===== src/mbs_pkg.sv =====
// ----------------------------------------------------------------------------
// mbs_pkg: shared types and constants of the minimum 3x3 box sum block
// widths of the item fields, register map and stage control records
// ----------------------------------------------------------------------------
package mbs_pkg;

  localparam int unsigned SAMPLE_W = 17;
  localparam int unsigned CSUM_W   = 19;
  localparam int unsigned SUM_W    = 20;
  localparam int unsigned GW_W     = 11;
  localparam int unsigned GH_W     = 16;
  localparam int unsigned PADDR_W  = 3;
  localparam int unsigned PDATA_W  = 32;
  localparam int unsigned LINE_W   = 2 * SAMPLE_W;

  localparam logic [SUM_W-1:0]   SUM_MAX   = '1;
  localparam logic [GW_W-1:0]    WIDTH_RST = GW_W'(3);
  localparam logic [GH_W-1:0]    HEIGHT_MIN = GH_W'(3);
  localparam logic [GH_W-1:0]    HEIGHT_RST = GH_W'(3);
  localparam logic [GH_W-1:0]    WIN_ROW   = GH_W'(2);

  localparam logic [PADDR_W-1:0] REG_GRID_WIDTH  = PADDR_W'(0);
  localparam logic [PADDR_W-1:0] REG_GRID_HEIGHT = PADDR_W'(4);

  typedef struct packed {
    logic [GW_W-1:0] grid_width;
    logic [GH_W-1:0] grid_height;
  } cfg_t;

  typedef struct packed {
    logic win_en;
    logic last;
  } stage_t;

endpackage


===== src/mbs_cfg.sv =====
// ----------------------------------------------------------------------------
// mbs_cfg: apb register file
// holds grid width and grid height, always ready, reads return the value
// ----------------------------------------------------------------------------
module mbs_cfg (
  input  logic                           clk_i,
  input  logic                           rst_ni,
  input  logic                           psel,
  input  logic                           penable,
  input  logic                           pwrite,
  input  logic [mbs_pkg::PADDR_W-1:0]    paddr,
  input  logic [mbs_pkg::PDATA_W-1:0]    pwdata,
  output logic [mbs_pkg::PDATA_W-1:0]    prdata,
  output logic                           pready,
  output mbs_pkg::cfg_t                  cfg_o
);
  import mbs_pkg::*;

  cfg_t cfg_q, cfg_d;
  logic wr_en;

  assign pready = 1'b1;
  assign wr_en  = psel & penable & pwrite;

  always_comb begin
    cfg_d = cfg_q;
    if (wr_en) begin
      unique case (paddr)
        REG_GRID_WIDTH:  cfg_d.grid_width  = pwdata[GW_W-1:0];
        REG_GRID_HEIGHT: cfg_d.grid_height = pwdata[GH_W-1:0];
        default: ;
      endcase
    end
  end

  always_ff @(posedge clk_i or negedge rst_ni) begin
    if (!rst_ni) begin
      cfg_q.grid_width  <= WIDTH_RST;
      cfg_q.grid_height <= HEIGHT_RST;
    end else begin
      cfg_q <= cfg_d;
    end
  end

  always_comb begin
    unique case (paddr)
      REG_GRID_WIDTH:  prdata = PDATA_W'(cfg_q.grid_width);
      REG_GRID_HEIGHT: prdata = PDATA_W'(cfg_q.grid_height);
      default:         prdata = '0;
    endcase
  end

  assign cfg_o = cfg_q;

endmodule


===== config.mk =====
export PLATFORM = sky130hd
export DESIGN_NAME = mbs_cfg
export DESIGN_NICKNAME = d
export VERILOG_FILES = /design/src/mbs_pkg.sv /design/src/mbs_cfg.sv
export SDC_FILE = /design/constraint.sdc
export NUM_CORES = 1
export LEC_CHECK = 0
export BUFFER_PORTS_ARGS = -buffer_cell sky130_fd_sc_hd__buf_2
export CORE_MARGIN = 2
export CORE_UTILIZATION = 35
export DETAILED_ROUTE_END_ITERATION = 10
export GPL_TIMING_DRIVEN = 0
export PLACE_DENSITY_LB_ADDON = 0.25
export SKIP_CTS_REPAIR_TIMING = 1
export SLEW_MARGIN = 20
export SYNTH_ARGS = -nofsm -noshare
export SYNTH_HDL_FRONTEND = slang
export SYNTH_SLANG_ARGS = --single-unit

===== constraint.sdc =====
create_clock -name clk_i -period 1.7 [get_ports clk_i]
set_clock_uncertainty 0.1 [all_clocks]
set_input_delay 0.17 -clock clk_i [delete_from_list [all_inputs] [get_ports clk_i]]
set_output_delay 0.17 -clock clk_i [all_outputs]
set_load 0.01 [all_outputs]

==> flow_summary.json <==
{
  "clockBufferDepth": 2,
  "postRouteAntennaNets": 0,
  "routed_wirelength_mm": 3.05,
  "placedCellCount": 241,
  "syn2layout_area_growth_pct": 35.1,
  "pwr_density_cell_nw_per_um2": 928,
  "grt_overflow": 0,
  "grt_pass1_vias": 982,
  "grt_max_degree": 28,
  "stdcell_area_um2": 1920,
  "largest_reg_flops": 27,
  "postSynthAreaPerCell_um2": 12.8,
  "cts_root_buf": "clkbuf_8",
  "start_util_pct": 36.1,
  "outcome": "completed",
  "yosys_warnings": 0,
  "synth_cell_types": 17,
  "critical_path_arrival_ns": 1.55,
  "met2_length_mm": 1.43,
  "dp_hpwl_mm": 2.33,
  "drc_errors": 0,
  "start_kind": "input port",
  "rsz0062_at_grt": "false",
  "synthesis.area_um2": 1420,
  "core_area_um2": 3940,
  "synthCells": 111,
  "synth_common_cells": "dfrtp_1 (23), buf_4 (19), mux2_2 (17)",
  "p_leak_uw": 0.00112,
  "finalHoldViolations": 0,
  "grt_usage_pct": 14.3,
  "tns_ns": 0,
  "met1_length_mm": 1.29,
  "power.net_switching_uw": 542,
  "critPathCaptureType": "flop",
  "p_seq_share_pct": 49.1,
  "path_class": "input port to flop",
  "gp_congestion": 0.683,
  "min_path_type": "input port to flop",
  "fin_crit_sh_pct": 87.8,
  "cts_buffers": 3,
  "cts.sinks": 27,
  "yosysMostFrequentCell": "dfrtp_1",
  "ir_drop_mv": 0.377,
  "fmax_mhz": 670,
  "synth_ff_type": "dfrtp_1",
  "clockPowerShare_pct": 21.0,
  "rows": 23,
  "place_area_um2": 1870,
  "ys_top_cells_by_area": "dfrtp_1 (40%), mux2_2 (13%), mux2_4 (11%)",
  "post_layout_nonfiller_instances": 245,
  "via_per_inst": 4.29,
  "antenna_found_initial": 0,
  "yosysTopAreaCell": "dfrtp_1",
  "multiInputGateArea_um2": 633,
  "seqCellArea_um2": 681,
  "ys_seq_area_share_pct": 47.8,
  "finish.utilization_pct": 48.7,
  "worstPathRequired_ns": 1.76,
  "p_comb_share_pct": 29.9,
  "setup_viol": 0,
  "h-tree-depth": 1,
  "grt_pass1_wl_mm": 4.75,
  "report.final.slew_viol_count": 0,
  "die_area_um2": 4590,
  "period_needed_ns": 1.49,
  "antennaDiodeCount": 0,
  "p_sw_share_pct": 30.4,
  "drtPass1Iterations": 4,
  "io_buffers": 65,
  "die_x_um": 67.8,
  "layout.nets": 236,
  "clkLatencyLatePin_ns": 0.27,
  "die_h_um": 67.8,
  "maxCapViolCount": 0,
  "synth_edf_count": 0,
  "clk_pin_slew_worst_paths_ns": 0.10,
  "synth_top_area_share_pct": 40.5,
  "num-fill-cells": 388,
  "drive_above_1_share_pct": 63.1,
  "top_layer": "met4",
  "tightest_slew_ns": 0.594,
  "finalPower_uw": 1780,
  "ios": 100,
  "wl_met3_um": 289,
  "async_flop_share_pct": 100,
  "synth_seq_cells": 27,
  "first_iter_violations": 18,
  "wire_per_inst_um": 12.5,
  "p_int_uw": 1240,
  "cts_tree": "built",
  "vias": 1051,
  "cp_max_fo": 18,
  "relSlewSlack_pct": 60.4
}
cells by family after synthesis:
family	after synthesis	synth area share (%)
AND/OR/NAND/NOR	21	8.27
flip-flops	27	47.8
multiplexers	38	31.7
buffers and inverters	23	11.6
other	2	0.528
layer usage:
metal / up-vias / global-route usage (%)
li1: 507 / -
met1: 485 / 19.5
met2: 55 / 22.3
met3: 4 / 2.17
met4: 0 / 6.12
met5: - / 0
worst max-delay path: stages:
cell and delay, ns:
buf_4 0.24, inv_1 0.11, nor3_4 0.39, buf_4 0.28, mux2_2 0.35
final cells by class:
cell class | count | area share [%]
Buffer | 21 | 8.20
Clock buffer | 3 | 2.15
Clock inverter | 1 | 0.391
Inverter | 1 | 0.195
Multi-Input combinational cell | 76 | 32.9
Sequential cell | 27 | 35.4
Tap cell | 50 | 3.26
Timing Repair Buffer | 66 | 17.4
path summary, 6_finish.rpt:
kind | start | endpoint | slack, ns | cells past startpoint
min in group asynchronous | rst_ni | cfg_o[14] | 0.31 | 2
max in group asynchronous | rst_ni | cfg_o[2] | 0.79 | 2
setup reg to reg | cfg_o[21] | cfg_o[21] | 0.81 | 1
setup / recovery | paddr[2] | cfg_o[9] | 0.21 | 5
hold reg to reg | cfg_o[6] | cfg_o[6] | 0.44 | 1
hold / removal | pwdata[11] | cfg_o[11] | 0.01 | 2
power by group through the flow:
stage | Sequential (µW) | Combinational (µW) | Clock [µW]
finish | 877 | 533 | 374
global route | 894 | 591 | 406
CTS | 877 | 540 | 388
detailed placement | 885 | 540 | 0
global placement | 878 | 533 | 0
floorplan | 936 | 262 | 0
layout by cell type, fill, tap and decap left out, types with 3 or more instances in the layout:
master,n
conb_1,17
mux2_2,17
buf_2,65
buf_4,19
dfrtp_1,23
nor2_1,12
dfstp_2,4
clkbuf_8,3
and3_1,5
mux2_4,10
mux2i_1,11
per-stage QoR:
stage,hold WS (ns),setup WS [ns]
2_1_floorplan,-0.226,0.213
3_3_place_gp,0.103,-0.100
3_5_place_dp,0.119,-0.114
4_1_cts,-0.192,0.0666
5_1_grt,0.0192,0.0441
6_report,0.0145,0.207
(Power assumes the default switching activity.)
