<file path="config.mk">
export PLATFORM = sky130hd
export DESIGN_NAME = mbs_pos_flat
export DESIGN_NICKNAME = d
export VERILOG_FILES = /design/src/mbs_pkg.sv /design/src/mbs_stream_if.sv /design/src/mbs_pos.sv /design/src/flat_wrapper.sv
export SDC_FILE = /design/constraint.sdc
export NUM_CORES = 1
export LEC_CHECK = 0
export ABC_AREA = 1
export BUFFER_PORTS_ARGS = -buffer_cell sky130_fd_sc_hd__buf_2
export CORE_MARGIN = 1.5
export CORE_UTILIZATION = 50
export DETAILED_ROUTE_END_ITERATION = 6
export PLACE_DENSITY_LB_ADDON = 0.25
export SYNTH_ARGS = -nofsm -noshare
export SYNTH_HDL_FRONTEND = slang
export SYNTH_SLANG_ARGS = --single-unit
</file>
<file path="constraint.sdc">
create_clock -name clk_i -period 6.55 [get_ports clk_i]
set_input_delay 1.6375 -clock clk_i [delete_from_list [all_inputs] [get_ports clk_i]]
set_output_delay 1.6375 -clock clk_i [all_outputs]
set_load 0.02 [all_outputs]
</file>
<file path="src/mbs_pkg.sv">
// ----------------------------------------------------------------------------
// mbs_pkg: shared types and constants of the minimum 3x3 box sum block
// widths of the item fields, register map and stage control records
// ----------------------------------------------------------------------------
package mbs_pkg;

  localparam int unsigned SAMPLE_W = 17;
  localparam int unsigned CSUM_W   = 19;
  localparam int unsigned SUM_W    = 20;
  localparam int unsigned GW_W     = 11;
  localparam int unsigned GH_W     = 16;
  localparam int unsigned PADDR_W  = 3;
  localparam int unsigned PDATA_W  = 32;
  localparam int unsigned LINE_W   = 2 * SAMPLE_W;

  localparam logic [SUM_W-1:0]   SUM_MAX   = '1;
  localparam logic [GW_W-1:0]    WIDTH_RST = GW_W'(3);
  localparam logic [GH_W-1:0]    HEIGHT_MIN = GH_W'(3);
  localparam logic [GH_W-1:0]    HEIGHT_RST = GH_W'(3);
  localparam logic [GH_W-1:0]    WIN_ROW   = GH_W'(2);

  localparam logic [PADDR_W-1:0] REG_GRID_WIDTH  = PADDR_W'(0);
  localparam logic [PADDR_W-1:0] REG_GRID_HEIGHT = PADDR_W'(4);

  typedef struct packed {
    logic [GW_W-1:0] grid_width;
    logic [GH_W-1:0] grid_height;
  } cfg_t;

  typedef struct packed {
    logic win_en;
    logic last;
  } stage_t;

endpackage

</file>
<file path="src/mbs_stream_if.sv">
// ----------------------------------------------------------------------------
// mbs stream interfaces: valid/ready channels for samples and results
// an item moves on a rising edge with valid and ready both high
// ----------------------------------------------------------------------------
interface mbs_smp_if;
  logic                          valid;
  logic                          ready;
  logic [mbs_pkg::SAMPLE_W-1:0]  sample;

  modport source (output valid, output sample, input ready);
  modport sink   (input valid, input sample, output ready);
endinterface


</file>
<file path="src/mbs_pos.sv">
// ----------------------------------------------------------------------------
// mbs_pos: raster position tracking and line store read issue
// counts column and row, flags window and grid end, registers the item
// ----------------------------------------------------------------------------
module mbs_pos #(
  parameter int unsigned MAX_WIDTH = 1024,
  parameter int unsigned CW        = 10
) (
  input  logic                          clk_i,
  input  logic                          rst_ni,
  input  mbs_pkg::cfg_t                 cfg_i,
  mbs_smp_if.sink                       smp_i,
  input  logic                          out_full_i,
  output logic                          rd_en_o,
  output logic [CW-1:0]                 rd_addr_o,
  output logic                          s1_valid_o,
  output mbs_pkg::stage_t               s1_ctl_o,
  output logic [mbs_pkg::SAMPLE_W-1:0]  s1_sample_o,
  output logic [CW-1:0]                 s1_addr_o
);
  import mbs_pkg::*;

  localparam int unsigned WW = ((CW > GW_W) ? CW : GW_W) + 1;
  localparam logic [WW-1:0] W_MIN = WW'(3);
  localparam logic [WW-1:0] W_MAX = WW'(MAX_WIDTH);
  localparam logic [CW-1:0] WIN_COL = CW'(2);

  logic [CW-1:0]       col_q, col_d;
  logic [GH_W-1:0]     row_q, row_d;
  logic [WW-1:0]       w_ext, w_eff;
  logic [GH_W-1:0]     h_eff;
  logic                col_end, row_end, is_last, accept;
  logic                s1_valid_q;
  stage_t              s1_ctl_q;
  logic [SAMPLE_W-1:0] s1_sample_q;
  logic [CW-1:0]       s1_addr_q;

  assign w_ext = WW'(cfg_i.grid_width);
  assign w_eff = (w_ext < W_MIN) ? W_MIN : ((w_ext > W_MAX) ? W_MAX : w_ext);
  assign h_eff = (cfg_i.grid_height < HEIGHT_MIN) ? HEIGHT_MIN : cfg_i.grid_height;

  assign col_end = WW'(col_q) >= (w_eff - WW'(1));
  assign row_end = row_q >= (h_eff - GH_W'(1));
  assign is_last = col_end & row_end;

  // a grid end item may only enter when the result slot is free
  assign smp_i.ready = ~(is_last & out_full_i);
  assign accept      = smp_i.valid & smp_i.ready;

  always_comb begin
    col_d = col_q;
    row_d = row_q;
    if (accept) begin
      if (col_end) begin
        col_d = '0;
        row_d = row_end ? '0 : row_q + GH_W'(1);
      end else begin
        col_d = col_q + CW'(1);
      end
    end
  end

  always_ff @(posedge clk_i or negedge rst_ni) begin
    if (!rst_ni) begin
      col_q      <= '0;
      row_q      <= '0;
      s1_valid_q <= 1'b0;
    end else begin
      col_q      <= col_d;
      row_q      <= row_d;
      s1_valid_q <= accept;
    end
  end

  always_ff @(posedge clk_i) begin
    if (accept) begin
      s1_ctl_q.win_en <= (col_q >= WIN_COL) & (row_q >= WIN_ROW);
      s1_ctl_q.last   <= is_last;
      s1_sample_q     <= smp_i.sample;
      s1_addr_q       <= col_q;
    end
  end

  assign rd_en_o     = accept;
  assign rd_addr_o   = col_q;
  assign s1_valid_o  = s1_valid_q;
  assign s1_ctl_o    = s1_ctl_q;
  assign s1_sample_o = s1_sample_q;
  assign s1_addr_o   = s1_addr_q;

endmodule

</file>
<file path="src/flat_wrapper.sv">
// flat-port wrapper written by rule: the top's interface ports become plain ports
module mbs_pos_flat import mbs_pkg::*;
#(
  parameter int unsigned MAX_WIDTH = 1024,
  parameter int unsigned CW        = 10
)
  (clk_i, rst_ni, cfg_i, out_full_i, rd_en_o, rd_addr_o, s1_valid_o, s1_ctl_o, s1_sample_o, s1_addr_o, smp_i_valid, smp_i_sample, smp_i_ready);
  mbs_smp_if smp_i_i ();
  input  logic clk_i;
  input  logic rst_ni;
  input  mbs_pkg::cfg_t cfg_i;
  input  logic out_full_i;
  output logic rd_en_o;
  output logic [CW-1:0] rd_addr_o;
  output logic s1_valid_o;
  output mbs_pkg::stage_t s1_ctl_o;
  output logic [mbs_pkg::SAMPLE_W-1:0] s1_sample_o;
  output logic [CW-1:0] s1_addr_o;
  input wire logic [$bits(smp_i_i.valid)-1:0] smp_i_valid;
  input wire logic [$bits(smp_i_i.sample)-1:0] smp_i_sample;
  output wire logic [$bits(smp_i_i.ready)-1:0] smp_i_ready;
  assign smp_i_i.valid = smp_i_valid;
  assign smp_i_i.sample = smp_i_sample;
  assign smp_i_ready = smp_i_i.ready;
  mbs_pos #(.MAX_WIDTH(MAX_WIDTH), .CW(CW)) u_core (.clk_i(clk_i), .rst_ni(rst_ni), .cfg_i(cfg_i), .smp_i(smp_i_i), .out_full_i(out_full_i), .rd_en_o(rd_en_o), .rd_addr_o(rd_addr_o), .s1_valid_o(s1_valid_o), .s1_ctl_o(s1_ctl_o), .s1_sample_o(s1_sample_o), .s1_addr_o(s1_addr_o));
endmodule
</file>
==> impl_metrics.py <==
metrics = {
    "min_path": {
        "min_path_type": "flip-flop to flip-flop",
        "whs_path_depth": 2,
    },
    "clock_tree": {
        "cts.sinks": 56,
        "root_buffer": "clkbuf_8",
        "clk_latency_ns": 0.31,
        "cts_buffers": 5,
        "cts_setup_buffers": 0,
        "clk_pin_slew_ns": 0.10,
        "cts_tree": "done",
        "clk_path_buf_depth": 2,
        "htree_levels": 2,
    },
    "detailed_routing": {
        "drt_iter0_markers": 252,
        "viasPerCell": 5.234,
        "vias": 3617,
        "drtAntennaViolNets": 0,
        "dr.pass1.iters": 5,
        "wl_per_cell_um": 12.96,
        "drt-total-wl_mm": 8.957,
        "post-route-drc-count": 0,
    },
    "place": {
        "place_area_mm2": 0.004573,
        "hpwl_mm": 6.936,
        "dp.cells": 683,
        "routabilityCongestion": 0.9259,
        "port_buffers": 89,
    },
    "synthesis": {
        "synth_top_flop_cell": "edfxtp_1",
        "ys_ff_latch": 56,
        "yosysTopAreaCell": "edfxtp_1",
        "seq_area_frac_synth": 0.3812,
        "syn_inst": 500,
        "synth_nets": 580,
        "netlist.area_leader.share": 0.2147,
        "synth_area_leaders": "edfxtp_1 21%, dfrtp_1 17%, nand2_1 12%",
        "yosysWarnings": 0,
        "syn_area_mm2": 0.004056,
        "async_flop_share": 0.4821,
        "syn_avg_cell_area_um2": 8.113,
        "synth-edff-count": 29,
        "ys_types": 44,
    },
    "run_status": {
        "status": "finished, final reports clean",
    },
    "critical_path": {
        "worstPathRequired_ns": 4.91,
        "critical_path.endpoint_type": "primary output",
        "startpoint_type": "input pin",
        "crit_type": "input pin to primary output",
        "ff2ff_setup_slack_ns": 3.76,
        "arrival_ns": 4.51,
        "cp_max_fo": 6,
        "r2r_cells": 20,
    },
    "sta": {
        "fin_crit_ns": 6.144,
        "fmax_mhz": 162.8,
        "clock_skew_ns": 0.01129,
        "hold_violations": 0,
        "finalMaxSlewViolations": 0,
        "rsz0062_at_grt": "false",
        "finalCritPeriodShare": 0.9380,
        "holdWs_ns": 0.5328,
        "fin_tns_setup_ns": 0,
        "finalSetupViolCount": 0,
        "relSlewSlack": 0.5659,
        "tightest_slew_ns": 0.6511,
    },
    "global_routing": {
        "overflow": 0,
        "grt_max_degree": 29,
        "grt_pass1_vias": 3360,
        "grt_pass1_wl_mm": 15.24,
        "grt_use_met3": 0.02520,
        "antenna_found_initial": 0,
        "gr-usage-all-layers": 0.2162,
        "busiest_layer": "met2",
        "gr-usage-met1": 0.2973,
        "met2_usage": 0.3564,
    },
    "cells_and_area": {
        "syn2layout_area_growth_pct": 15.30,
        "fill_cells": 718,
        "fin_cells": 691,
        "fin_area_mm2": 0.004677,
        "num_antenna_cells": 0,
        "nNetsFinal": 668,
        "drive_gt1_frac": 0.2156,
    },
    "die": {
        "die_y_um": 93.07,
        "die_w_um": 93.07,
        "ios": 90,
        "die-area_mm2": 0.008662,
        "initial_core_util": 0.5196,
        "num_rows": 32,
        "core_mm2": 0.007807,
    },
    "flow_run": {
        "maxCapViolations": 0,
    },
    "power_and_ir_drop": {
        "vdd_drop_max_uv": 103.7,
        "leakage_uw": 0.002327,
        "total_power_uw": 1026,
        "powerDensity_mw_per_mm2": 219.4,
    },
}
## Yosys cell counts (all sizes together), types with 2 or more instances
cell type	count
o21ai	8
clkbuf	3
inv	56
nor4	8
xor2	20
o21bai	2
o2111ai	17
a21oi	20
nor2	61
clkinv	3
edfxtp	29
ha	32
nor3	16
dfrtp	27
or2	2
nor3b	7
nand4	6
nand2	133
buf	9
xnor2	10
nand3	25
## worst paths after layout
kind / start / end
setup / recovery: cfg_i[4] / rd_en_o
hold / removal: u_core.row_q[14]$_DFFE_PN0P_ / u_core.row_q[14]$_DFFE_PN0P_
setup reg to reg: u_core.rd_addr_o[0]$_DFFE_PN0P_ / u_core.s1_addr_o[8]$_DFFE_PP_
hold reg to reg: u_core.row_q[14]$_DFFE_PN0P_ / u_core.row_q[14]$_DFFE_PN0P_
max in group asynchronous: rst_ni / u_core.rd_addr_o[0]$_DFFE_PN0P_
min in group asynchronous: rst_ni / u_core.rd_addr_o[3]$_DFFE_PN0P_
## worst max-delay path, stage by stage
cell,delay (ns)
buf_2,0.14
nor2_1,0.06
nand2_1,0.11
nor3b_2,0.08
a21oi_2,0.19
nand3_1,0.17
nor2_2,0.16
nand2_1,0.12
nor3_2,0.18
nand2_1,0.12
xor2_1,0.16
ha_1,0.29
nand2_1,0.07
inv_1,0.03
nor2_1,0.06
o21ai_0,0.07
a21oi_1,0.17
nand3_1,0.17
nand4_2,0.14
nand2_1,0.09
inv_2,0.13
buf_2,0.17
## per-stage QoR
step	util	setup slack, ns
finish	0.5990	0.4061
detailed placement	0.5857	0.2580
floorplan	-	0.1049
global placement	0.5857	0.3542
global route	0.5990	0.06422
CTS	0.5974	0.2464
## area by class of cell
type / instances / area, µm² / share of cell area
Multi-Input combinational cell: 373 / 2213 / 0.4732
Sequential cell: 56 / 1546 / 0.3307
Timing Repair Buffer: 93 / 475.5 / 0.1017
Inverter: 59 / 222.7 / 0.04762
Tap cell: 102 / 127.6 / 0.02729
Clock buffer: 5 / 68.82 / 0.01471
Clock inverter: 3 / 22.52 / 0.004815
## layer usage
layer  vias up  wire length (µm)  share of wire
met5         -                 0              0
met2       126              3935           0.44
met1      1622              4282           0.48
met3        16               581          0.065
met4         0               158          0.018
li1       1853                 -              -
## kinds of logic after synthesis
group / synth area share
flip-flops: 0.3812
adder cells (fa/ha/maj): 0.09870
XOR/XNOR: 0.06477
AND/OR/NAND/NOR: 0.2869
buffers and inverters: 0.07618
AO/OA/AOI/OAI: 0.09223
## registers in the layout, summed over array words and instances, names as in the netlist
name                cells
u_core.s1_sample_o     17
u_core.row_q           16
u_core.rd_addr_o       10
u_core.s1_addr_o       10
u_core.s1_ctl_o         2
u_core.s1_valid_o       1
## cell usage in the layout, fill, tap and decap left out, types with 8 or more instances in the layout
| cell | count |
|---|---|
| nand2_1 | 127 |
| buf_2 | 89 |
| nor2_1 | 59 |
| inv_1 | 52 |
| ha_1 | 32 |
| edfxtp_1 | 29 |
| dfrtp_1 | 27 |
| nand3_1 | 24 |
| xor2_1 | 20 |
| a21oi_1 | 16 |
| o2111ai_1 | 16 |
| nor3_1 | 15 |
| xnor2_1 | 10 |
| nor4_1 | 8 |
## where the power goes
part / total (µW) / internal (µW) / switching (µW)
logic: 345 / 131 / 214
clock network: 193 / 76.9 / 116
registers: 487 / 425 / 62.2
## what timing repair did
item / 4_1_cts / 5_1_grt
endpoints found under the setup margin: 0 / 2
gates resized for setup: 0 / 4
hold buffers: 0 / 0
Note: power is estimated with default switching activity, not from simulation.
