**src/mbs_pkg.sv**
```systemverilog
// ----------------------------------------------------------------------------
// mbs_pkg: shared types and constants of the minimum 3x3 box sum block
// widths of the item fields, register map and stage control records
// ----------------------------------------------------------------------------
package mbs_pkg;

  localparam int unsigned SAMPLE_W = 17;
  localparam int unsigned CSUM_W   = 19;
  localparam int unsigned SUM_W    = 20;
  localparam int unsigned GW_W     = 11;
  localparam int unsigned GH_W     = 16;
  localparam int unsigned PADDR_W  = 3;
  localparam int unsigned PDATA_W  = 32;
  localparam int unsigned LINE_W   = 2 * SAMPLE_W;

  localparam logic [SUM_W-1:0]   SUM_MAX   = '1;
  localparam logic [GW_W-1:0]    WIDTH_RST = GW_W'(3);
  localparam logic [GH_W-1:0]    HEIGHT_MIN = GH_W'(3);
  localparam logic [GH_W-1:0]    HEIGHT_RST = GH_W'(3);
  localparam logic [GH_W-1:0]    WIN_ROW   = GH_W'(2);

  localparam logic [PADDR_W-1:0] REG_GRID_WIDTH  = PADDR_W'(0);
  localparam logic [PADDR_W-1:0] REG_GRID_HEIGHT = PADDR_W'(4);

  typedef struct packed {
    logic [GW_W-1:0] grid_width;
    logic [GH_W-1:0] grid_height;
  } cfg_t;

  typedef struct packed {
    logic win_en;
    logic last;
  } stage_t;

endpackage

```
**src/mbs_stream_if.sv**
```systemverilog


interface mbs_res_if;
  logic                       valid;
  logic                       ready;
  logic [mbs_pkg::SUM_W-1:0]  min_window_sum;

  modport source (output valid, output min_window_sum, input ready);
  modport sink   (input valid, input min_window_sum, output ready);
endinterface

```
**src/mbs_win.sv**
```systemverilog
// ----------------------------------------------------------------------------
// mbs_win: column and window sum, running minimum, result register
// writes the shifted column back to the line store
// ----------------------------------------------------------------------------
module mbs_win #(
  parameter int unsigned CW = 10
) (
  input  logic                          clk_i,
  input  logic                          rst_ni,
  input  logic                          s1_valid_i,
  input  mbs_pkg::stage_t               s1_ctl_i,
  input  logic [mbs_pkg::SAMPLE_W-1:0]  s1_sample_i,
  input  logic [CW-1:0]                 s1_addr_i,
  input  logic [mbs_pkg::LINE_W-1:0]    rd_data_i,
  output logic                          wr_en_o,
  output logic [CW-1:0]                 wr_addr_o,
  output logic [mbs_pkg::LINE_W-1:0]    wr_data_o,
  output logic                          out_full_o,
  mbs_res_if.source                     res_o
);
  import mbs_pkg::*;

  logic [SAMPLE_W-1:0] prev, prev2;
  logic [CSUM_W-1:0]   col_sum;
  logic [CSUM_W-1:0]   cs0_q, cs1_q;
  logic [SUM_W:0]      win_raw;
  logic [SUM_W-1:0]    win_sat, cand;
  logic [SUM_W-1:0]    min_q;
  logic                out_valid_q;
  logic [SUM_W-1:0]    out_data_q;

  // entry layout: upper half is the previous row, lower half the one before
  assign prev  = rd_data_i[LINE_W-1:SAMPLE_W];
  assign prev2 = rd_data_i[SAMPLE_W-1:0];

  assign col_sum = CSUM_W'(s1_sample_i) + CSUM_W'(prev) + CSUM_W'(prev2);
  assign win_raw = (SUM_W+1)'(col_sum) + (SUM_W+1)'(cs0_q) + (SUM_W+1)'(cs1_q);
  assign win_sat = win_raw[SUM_W] ? SUM_MAX : win_raw[SUM_W-1:0];
  assign cand    = (s1_ctl_i.win_en && (win_sat < min_q)) ? win_sat : min_q;

  assign wr_en_o   = s1_valid_i;
  assign wr_addr_o = s1_addr_i;
  assign wr_data_o = {s1_sample_i, prev};

  always_ff @(posedge clk_i or negedge rst_ni) begin
    if (!rst_ni) begin
      cs0_q       <= '0;
      cs1_q       <= '0;
      min_q       <= SUM_MAX;
      out_valid_q <= 1'b0;
    end else begin
      if (res_o.ready) begin
        out_valid_q <= 1'b0;
      end
      if (s1_valid_i) begin
        if (s1_ctl_i.last) begin
          cs0_q       <= '0;
          cs1_q       <= '0;
          min_q       <= SUM_MAX;
          out_valid_q <= 1'b1;
        end else begin
          cs0_q <= col_sum;
          cs1_q <= cs0_q;
          min_q <= cand;
        end
      end
    end
  end

  always_ff @(posedge clk_i) begin
    if (s1_valid_i && s1_ctl_i.last) begin
      out_data_q <= cand;
    end
  end

  assign res_o.valid          = out_valid_q;
  assign res_o.min_window_sum = out_data_q;
  assign out_full_o           = out_valid_q;

endmodule

```
**src/flat_wrapper.sv**
```systemverilog
// flat-port wrapper written by rule: the top's interface ports become plain ports
module mbs_win_flat import mbs_pkg::*;
#(
  parameter int unsigned CW = 10
)
  (clk_i, rst_ni, s1_valid_i, s1_ctl_i, s1_sample_i, s1_addr_i, rd_data_i, wr_en_o, wr_addr_o, wr_data_o, out_full_o, res_o_valid, res_o_min_window_sum, res_o_ready);
  mbs_res_if res_o_i ();
  input  logic clk_i;
  input  logic rst_ni;
  input  logic s1_valid_i;
  input  mbs_pkg::stage_t s1_ctl_i;
  input  logic [mbs_pkg::SAMPLE_W-1:0] s1_sample_i;
  input  logic [CW-1:0] s1_addr_i;
  input  logic [mbs_pkg::LINE_W-1:0] rd_data_i;
  output logic wr_en_o;
  output logic [CW-1:0] wr_addr_o;
  output logic [mbs_pkg::LINE_W-1:0] wr_data_o;
  output logic out_full_o;
  output wire logic [$bits(res_o_i.valid)-1:0] res_o_valid;
  output wire logic [$bits(res_o_i.min_window_sum)-1:0] res_o_min_window_sum;
  input wire logic [$bits(res_o_i.ready)-1:0] res_o_ready;
  assign res_o_valid = res_o_i.valid;
  assign res_o_min_window_sum = res_o_i.min_window_sum;
  assign res_o_i.ready = res_o_ready;
  mbs_win #(.CW(CW)) u_core (.clk_i(clk_i), .rst_ni(rst_ni), .s1_valid_i(s1_valid_i), .s1_ctl_i(s1_ctl_i), .s1_sample_i(s1_sample_i), .s1_addr_i(s1_addr_i), .rd_data_i(rd_data_i), .wr_en_o(wr_en_o), .wr_addr_o(wr_addr_o), .wr_data_o(wr_data_o), .out_full_o(out_full_o), .res_o(res_o_i));
endmodule
```
**config.mk**
```make
export PLATFORM = sky130hd
export DESIGN_NAME = mbs_win_flat
export DESIGN_NICKNAME = d
export VERILOG_FILES = /design/src/mbs_pkg.sv /design/src/mbs_stream_if.sv /design/src/mbs_win.sv /design/src/flat_wrapper.sv
export SDC_FILE = /design/constraint.sdc
export NUM_CORES = 1
export LEC_CHECK = 0
export BUFFER_PORTS_ARGS = -buffer_cell sky130_fd_sc_hd__clkbuf_2
export CORE_MARGIN = 1
export CORE_UTILIZATION = 59
export CTS_BUF_LIST = sky130_fd_sc_hd__clkbuf_8
export CTS_CLUSTER_SIZE = 30
export DETAILED_ROUTE_END_ITERATION = 10
export PLACE_DENSITY = 0.94
export SYNTH_ARGS = -nofsm -noshare
export SYNTH_HDL_FRONTEND = slang
export SYNTH_SLANG_ARGS = --single-unit
```
**constraint.sdc**
```tcl
create_clock -name clk_i -period 8.2 [get_ports clk_i]
set_clock_uncertainty 0.2 [all_clocks]
set_input_delay 1.23 -clock clk_i [delete_from_list [all_inputs] [get_ports clk_i]]
set_output_delay 1.23 -clock clk_i [all_outputs]
set_load 0.01 [all_outputs]
```
==> run metrics, run 1 <==
CTS root buf=clkbuf_8; first-pass GRT wire length=about 35000 um; met3 Track Usage GR=0.0482; number of global-route vias before repair=about 8000; area leader, netlist=ha_1; Placer Congestion=slightly above 0.9; number of I/O pins=134; DIE WIDTH=113 um; Gate Count Post-Synth=800; ys async rst share=0.747; Fmax achieved=110 MHz; post-synthesis mux area share=0.0322; largest net degree at the start of global routing=60; global routing's busiest layer=met2; Post-Synth Simple-Gate Area=0.126; Antenna Cells=0; failing checks=setup timing; synthesized area per cell=9.14 um^2; worst hold path type=reg2reg; Vias/cell=6.17; clock buffer count from CTS=9; clock slew at reported path FFs=0.09 ns; Core Box Area=12100 um^2; Crit Path Class=in2reg; Final nets=1219; top cells by area, synth=ha_1 (16%), dfrtp_1 (13%), edfxtp_1 (8.2%), dfstp_2 (7.2%), buf_4 (4.7%); Design Area, Final=9880 um^2; adder-cell share of the synthesized area=0.175; minimum clock period=9.13 ns; Fin Setup TNS=-33.11 ns; Final Non-Filler Cells=around 1200; Leakage=approximately 5.0 nW; Slew Limit Fails=0; final critical-path setup slack=-0.927 ns; Synth cell types=58; XOR/XNOR Fraction of Synth Area=0.0659; H-Tree Depth=3; die area=12800 um^2; GR Layer Usage met2=0.652; routed length per instance=19.0 um; Post-synth top cells=ha_1 (96), nand2_1 (66), a21oi_1 (61), buf_4 (46), inv_1 (43); DP HPWL=approximately 15000 um; top cell type's share of synthesized area=0.164; PwrDens=487 nW/um^2; CP Max Fanout=7; Crit path arrival time=roughly 9.1 ns; Die Height=113 um; Tot GR Track Use=0.341; Rel. slew slack=0.162; most common cell in the synthesized netlist=ha_1; yosys warns=0; vias=7553; slowest cell delay on critical path=0.37 ns; Post-CTS Hold Fix Bufs=0; Worst setup EP type=flip-flop; Post-Place Cells=between 1000 and 1500; RSZ-0062 raised after global routing=true; slew of the pin with the lowest slew margin=1.25 ns; # DRC=0; initial core utilization=0.606; #FFs+latches synth=79; required time of the critical path=8.13 ns; fraction of layout cells with a size suffix above 1=0.426; Mapped Area=7310 um^2; startpoint types=input port; clk sinks=79; predominant post-synthesis flop cell=dfrtp_1; largest family of logic cells by synthesized area=compound AO/OA/AOI/OAI gates; critical path's slowest cell=ha_1; post-synthesis compound-gate area fraction=0.230; Post-synth EDFFs=20; worst vdd ir=between 200 and 250 uV; Area after DPL=between 9000 and 10000 um^2; met1 Resource Use GR=0.341; initial antenna violation count=0; CTS Buffer Depth=2; post-synthesis sequential area ratio=0.288; Final Core Density=0.820; final antenna-violating net count=0; Area Growth Syn to Fin=35.2%; grt total ovfl=0; Post-Syn Nets=967; setup-violating endpoint count in the final report=40; WL final=approximately 23000 um; CTS tree=done; Max Cap Viol=0; DRT iter0 DRCs=slightly above 700; Clk Latency, worst-skew pair=0.38 ns; IO buf count=113; Hold Vio Cnt, Final=0; outcome=complete, but fails checks; fin crit share=1.11; FP Rows=40; first-pass detailed-route iteration total=7
## final timing paths
path / startpoint / slack, ns / depth (start not counted) / to
worst min-delay path: u_core.cs1_q[17] / 0.30 / 2 / u_core.cs1_q[17]
worst max-delay path: rd_data_i[17] / -0.93 / 46 / u_core.res_o.min_window_sum[3]
min in group asynchronous: rst_ni / 0.82 / 2 / u_core.out_full_o
max in group asynchronous: rst_ni / 6.47 / 2 / u_core.cs0_q[8]
worst max register to register: u_core.cs0_q[0] / 1.22 / 34 / u_core.res_o.min_window_sum[3]
worst min register to register: u_core.cs1_q[17] / 0.30 / 2 / u_core.cs1_q[17]
## state kept, by name, summed over array words and instances (netlist names)
signal                       cells
u_core.out_full_o                1
u_core.cs0_q                    19
u_core.cs1_q                    19
u_core.res_o.min_window_sum     20
u_core.min_q                    20
## what timing repair did
item | in CTS | in global routing
pin swaps | 38 | 45
endpoints found under the setup margin | 40 | 40
gates cloned | 6 | 0
buffers inserted | 14 | 10
hold endpoints to repair | 0 | 0
resized for setup | 42 | 57
## stage by stage
| stage | setup slack, ns | power, mW | hold slack, ns |
|---|---|---|---|
| 2_1_floorplan | -0.406 | 2.52 | 0.246 |
| 3_3_place_gp | -0.756 | 3.60 | 0.261 |
| 3_5_place_dp | -1.09 | 3.80 | 0.278 |
| 4_1_cts | -0.505 | 4.39 | 0.298 |
| 5_1_grt | -1.23 | 5.11 | 0.331 |
| 6_report | -0.927 | 4.81 | 0.305 |
## critical path: cells and delay by family
family	cells	cell delay [ns]
AOI/OAI and AO/OA	13	2.06
buffers and inverters	8	1.05
xor gates and xnor gates	3	0.51
adders and majority gates	6	1.75
muxes	1	0.28
and+or+nand+nor	15	2.14
## cell usage in the layout, fill, tap and decap left out, types with 6 or more instances in the layout
cell type	count
nor2b_1	18
a21oi_1	39
a21o_1	21
inv_1	44
a31o_2	13
buf_4	182
dfstp_2	20
ha_4	6
dfrtp_1	39
a22o_1	14
ha_1	85
mux2_2	15
nand2b_1	8
o211ai_1	11
nand2_1	60
o32a_1	20
nand3_1	16
o21ai_0	28
clkbuf_2	111
xor2_1	17
o21a_1	12
nor3_1	11
buf_6	11
edfxtp_1	20
a21oi_2	21
nor2_1	38
xnor2_1	33
clkbuf_8	11
a211oi_1	6
## layout make-up
class                   count  area, um^2
multi-input cells         611        5060
fillers                   657        2180
repair buffers            308        2130
flip-flops and latches     79        2100
well taps                 168         210
inverters                  43         161
clock buffers              11         151
clock inverters             5        72.6
## kinds of logic after synthesis
group,after synthesis
muxes,21
and+or+nand+nor,192
buffers and inverters,111
AOI/OAI and AO/OA,242
DFF,79
adders and majority gates,100
xor gates and xnor gates,55
## per-layer routing
layer | vias to the layer above | wire length, um
li1 | 3408 | -
met1 | 3575 | 8160
met2 | 422 | 12300
met3 | 148 | 1240
met4 | 0 | 1500
met5 | - | 0
## report_power, final
group | internal, mW | switching [mW]
Sequential | 0.583 | 0.0747
Combinational | 1.89 | 1.93
Clock | 0.185 | 0.150
Total | 2.65 | 2.16
Note: power is estimated with default switching activity, not from simulation.
==> run 2, diff against run 1 <==
--- a/config.mk
+++ b/config.mk
@@ -6,12 +6,13 @@
 export NUM_CORES = 1
 export LEC_CHECK = 0
 export BUFFER_PORTS_ARGS = -buffer_cell sky130_fd_sc_hd__clkbuf_2
-export CORE_MARGIN = 1
+export CORE_MARGIN = 2
 export CORE_UTILIZATION = 59
 export CTS_BUF_LIST = sky130_fd_sc_hd__clkbuf_8
 export CTS_CLUSTER_SIZE = 30
 export DETAILED_ROUTE_END_ITERATION = 10
 export PLACE_DENSITY = 0.94
+export SKIP_LAST_GASP = 1
 export SYNTH_ARGS = -nofsm -noshare
 export SYNTH_HDL_FRONTEND = slang
 export SYNTH_SLANG_ARGS = --single-unit
==> run 2 against run 1 <==
The flow still finishes with violations (setup timing). Global-route usage is 2.9 points higher. Non-clock buffer count is 24 higher. Total power is 12% higher. Sequential cell count stayed put. Final area is 4.5% higher. Die area is 3.6% higher. Via count is 7.1% higher. Final cell count is 2.1% higher. Combinational power is 15% higher. Wire length is 18% higher. Largest power group unchanged.
==> run metrics, run 2 (synthesis results as in run 1) <==
most frequent CP cell=a21o_1; fillers=565 (-14%); CTS root buf=clkbuf_8; PwrDens=521 nW/um^2 (+6.9%); H-Tree Depth=3 (unchanged); DP HPWL=14900 um (-0.86%); WL final=27300 um (+18%); slew of the pin with the lowest slew margin=1.20 ns (-0.0571 ns); CP top delay family=compound AO/OA/AOI/OAI gates; clock slew at reported path FFs=0.08 ns (about the same); first-pass GRT wire length=38100 um (+9.4%); Clk Latency, worst-skew pair=0.38 ns (about the same); CP Max Fanout=6 (-1); DIE WIDTH=115 um (+1.8%); Crit Path Class=in2reg; minimum clock period=9.37 ns (+0.247 ns); Final nets=1245 (+2.1%); Fmax achieved=107 MHz (-2.6%); number of buffers and inverters on the critical path=6 (-2); grt total ovfl=0 (unchanged); clock buffer count from CTS=9 (unchanged); number of I/O pins=134 (unchanged); initial core utilization=0.606 (unchanged); startpoint types=input port; FP Rows=40 (unchanged); Area Growth Syn to Fin=41.2%; Tot GR Track Use=0.370 (+0.0285); Final Non-Filler Cells=1251 (+2.1%); slowest cell delay on critical path=0.51 ns (+0.14 ns); required time of the critical path=8.13 ns (about the same); failing checks=setup timing; Worst Hold Depth=2 (unchanged); largest net degree at the start of global routing=60 (unchanged); RR Startpoint=u_core.cs0_q[0]; routed length per instance=21.8 um (+15%); final antenna-violating net count=0 (unchanged); fin crit share=1.14 (+0.0301); IO buf count=113 (unchanged); FF-to-FF End=u_core.res_o.min_window_sum[3]; final critical-path setup slack=-1.17 ns (-0.247 ns); Crit path arrival time=9.30 ns (+0.24 ns); Core Box Area=12100 um^2 (unchanged); Final Core Density=0.856 (+0.0365); Die Height=115 um (+1.8%); RSZ-0062 raised after global routing=true; R2R Setup Slk=1.06 ns (-0.16 ns); # DRC=0 (unchanged); Worst setup EP type=flip-flop; CTS tree=done; Max Cap Viol=0 (unchanged); Slew Limit Fails=0 (unchanged); CTS Buffer Depth=2 (unchanged); vias=8093 (+7.1%); worst reg2reg path depth=33 (-2.9%); Rel. slew slack=0.200 (+0.0382); Leakage=5.23 nW (+5.3%); first-pass detailed-route iteration total=6 (-1); setup-violating endpoint count in the final report=40 (unchanged); Setup crit end=u_core.res_o.min_window_sum[3]; crit path from=rd_data_i[17]; Post-Place Cells=1181 (-0.085%); fraction of layout cells with a size suffix above 1=0.452 (+0.0267); number of global-route vias before repair=8105 (+4.2%); DRT iter0 DRCs=1039 (+48%); clk sinks=79 (unchanged); die area=13300 um^2 (+3.6%); outcome=complete, but fails checks; Placer Congestion=0.935 (+2.7%); critical path depth=40 (-13%); Antenna Cells=0 (unchanged); initial antenna violation count=0 (unchanged); most frequent cells in the layout=buf_4 (198), clkbuf_2 (109), ha_1 (86); critical path's slowest cell=or4b_4; Hold Vio Cnt, Final=0 (unchanged); worst hold path type=reg2reg; worst vdd ir=231 uV (+5.1%); Vias/cell=6.47 (+4.9%); commonest non-fill, non-tap cell in the layout=buf_4
## run 2: per-layer routing
layer / share of wire / track usage
met2: 0.49 / 0.664
met1: 0.33 / 0.370
met4: 0.096 / 0.268
met5: 0 / 0
met3: 0.076 / 0.0907
## run 2: what timing repair did
item,CTS,global route
setup endpoints to repair,40,40
buffers inserted,31,15
gates cloned,8,1
hold buffers,0,0
gates resized for setup,65,90
pin swaps,50,59
## run 2: layout make-up
class,instances,area (um^2),share of cell area
multi-input combinational,613,5280,0.512
tap,168,210,0.0204
clock buffer,10,138,0.0133
sequential,79,2100,0.204
timing repair buffer,332,2380,0.230
clock inverter,6,52.6,0.00509
inverter,43,164,0.0159
## run 2: tightest hold or removal path, delay by kind of cell (launching register included)
family	cells	cell delay, ns
simple gates	2	0.11
flops	1	0.36
## run 2: how the worst min path moves through the flow
stage	startpoint	end
5_1_grt	u_core.cs1_q[17]	u_core.cs1_q[17]
2_1_floorplan	u_core.cs1_q[14]	u_core.cs1_q[14]
3_5_place_dp	u_core.cs1_q[15]	u_core.cs1_q[15]
6_report	u_core.cs1_q[17]	u_core.cs1_q[17]
3_3_place_gp	u_core.cs1_q[15]	u_core.cs1_q[15]
4_1_cts	u_core.cs1_q[10]	u_core.cs1_q[10]
## run 2: power by group
part / total, mW / switching, mW / internal, mW
logic: 4.41 / 2.19 / 2.22
registers: 0.667 / 0.0843 / 0.583
clock network: 0.299 / 0.153 / 0.145
total: 5.38 / 2.43 / 2.94
## run 2: stage by stage
| step | setup WS, ns | power, mW | hold WS (ns) | TNS (ns) | cell area (um^2) |
|---|---|---|---|---|---|
| 2_1_floorplan | -0.406 | 2.52 | 0.246 | -13.92 | 7420 |
| 3_3_place_gp | -0.721 | 3.58 | 0.261 | -28.13 | 9010 |
| 3_5_place_dp | -1.02 | 3.77 | 0.268 | -39.22 | 9010 |
| 4_1_cts | -0.467 | 4.56 | 0.294 | -16.74 | 9810 |
| 5_1_grt | -1.55 | 5.66 | 0.318 | -58.22 | 10300 |
| 6_report | -1.17 | 5.38 | 0.301 | -44.57 | 10300 |
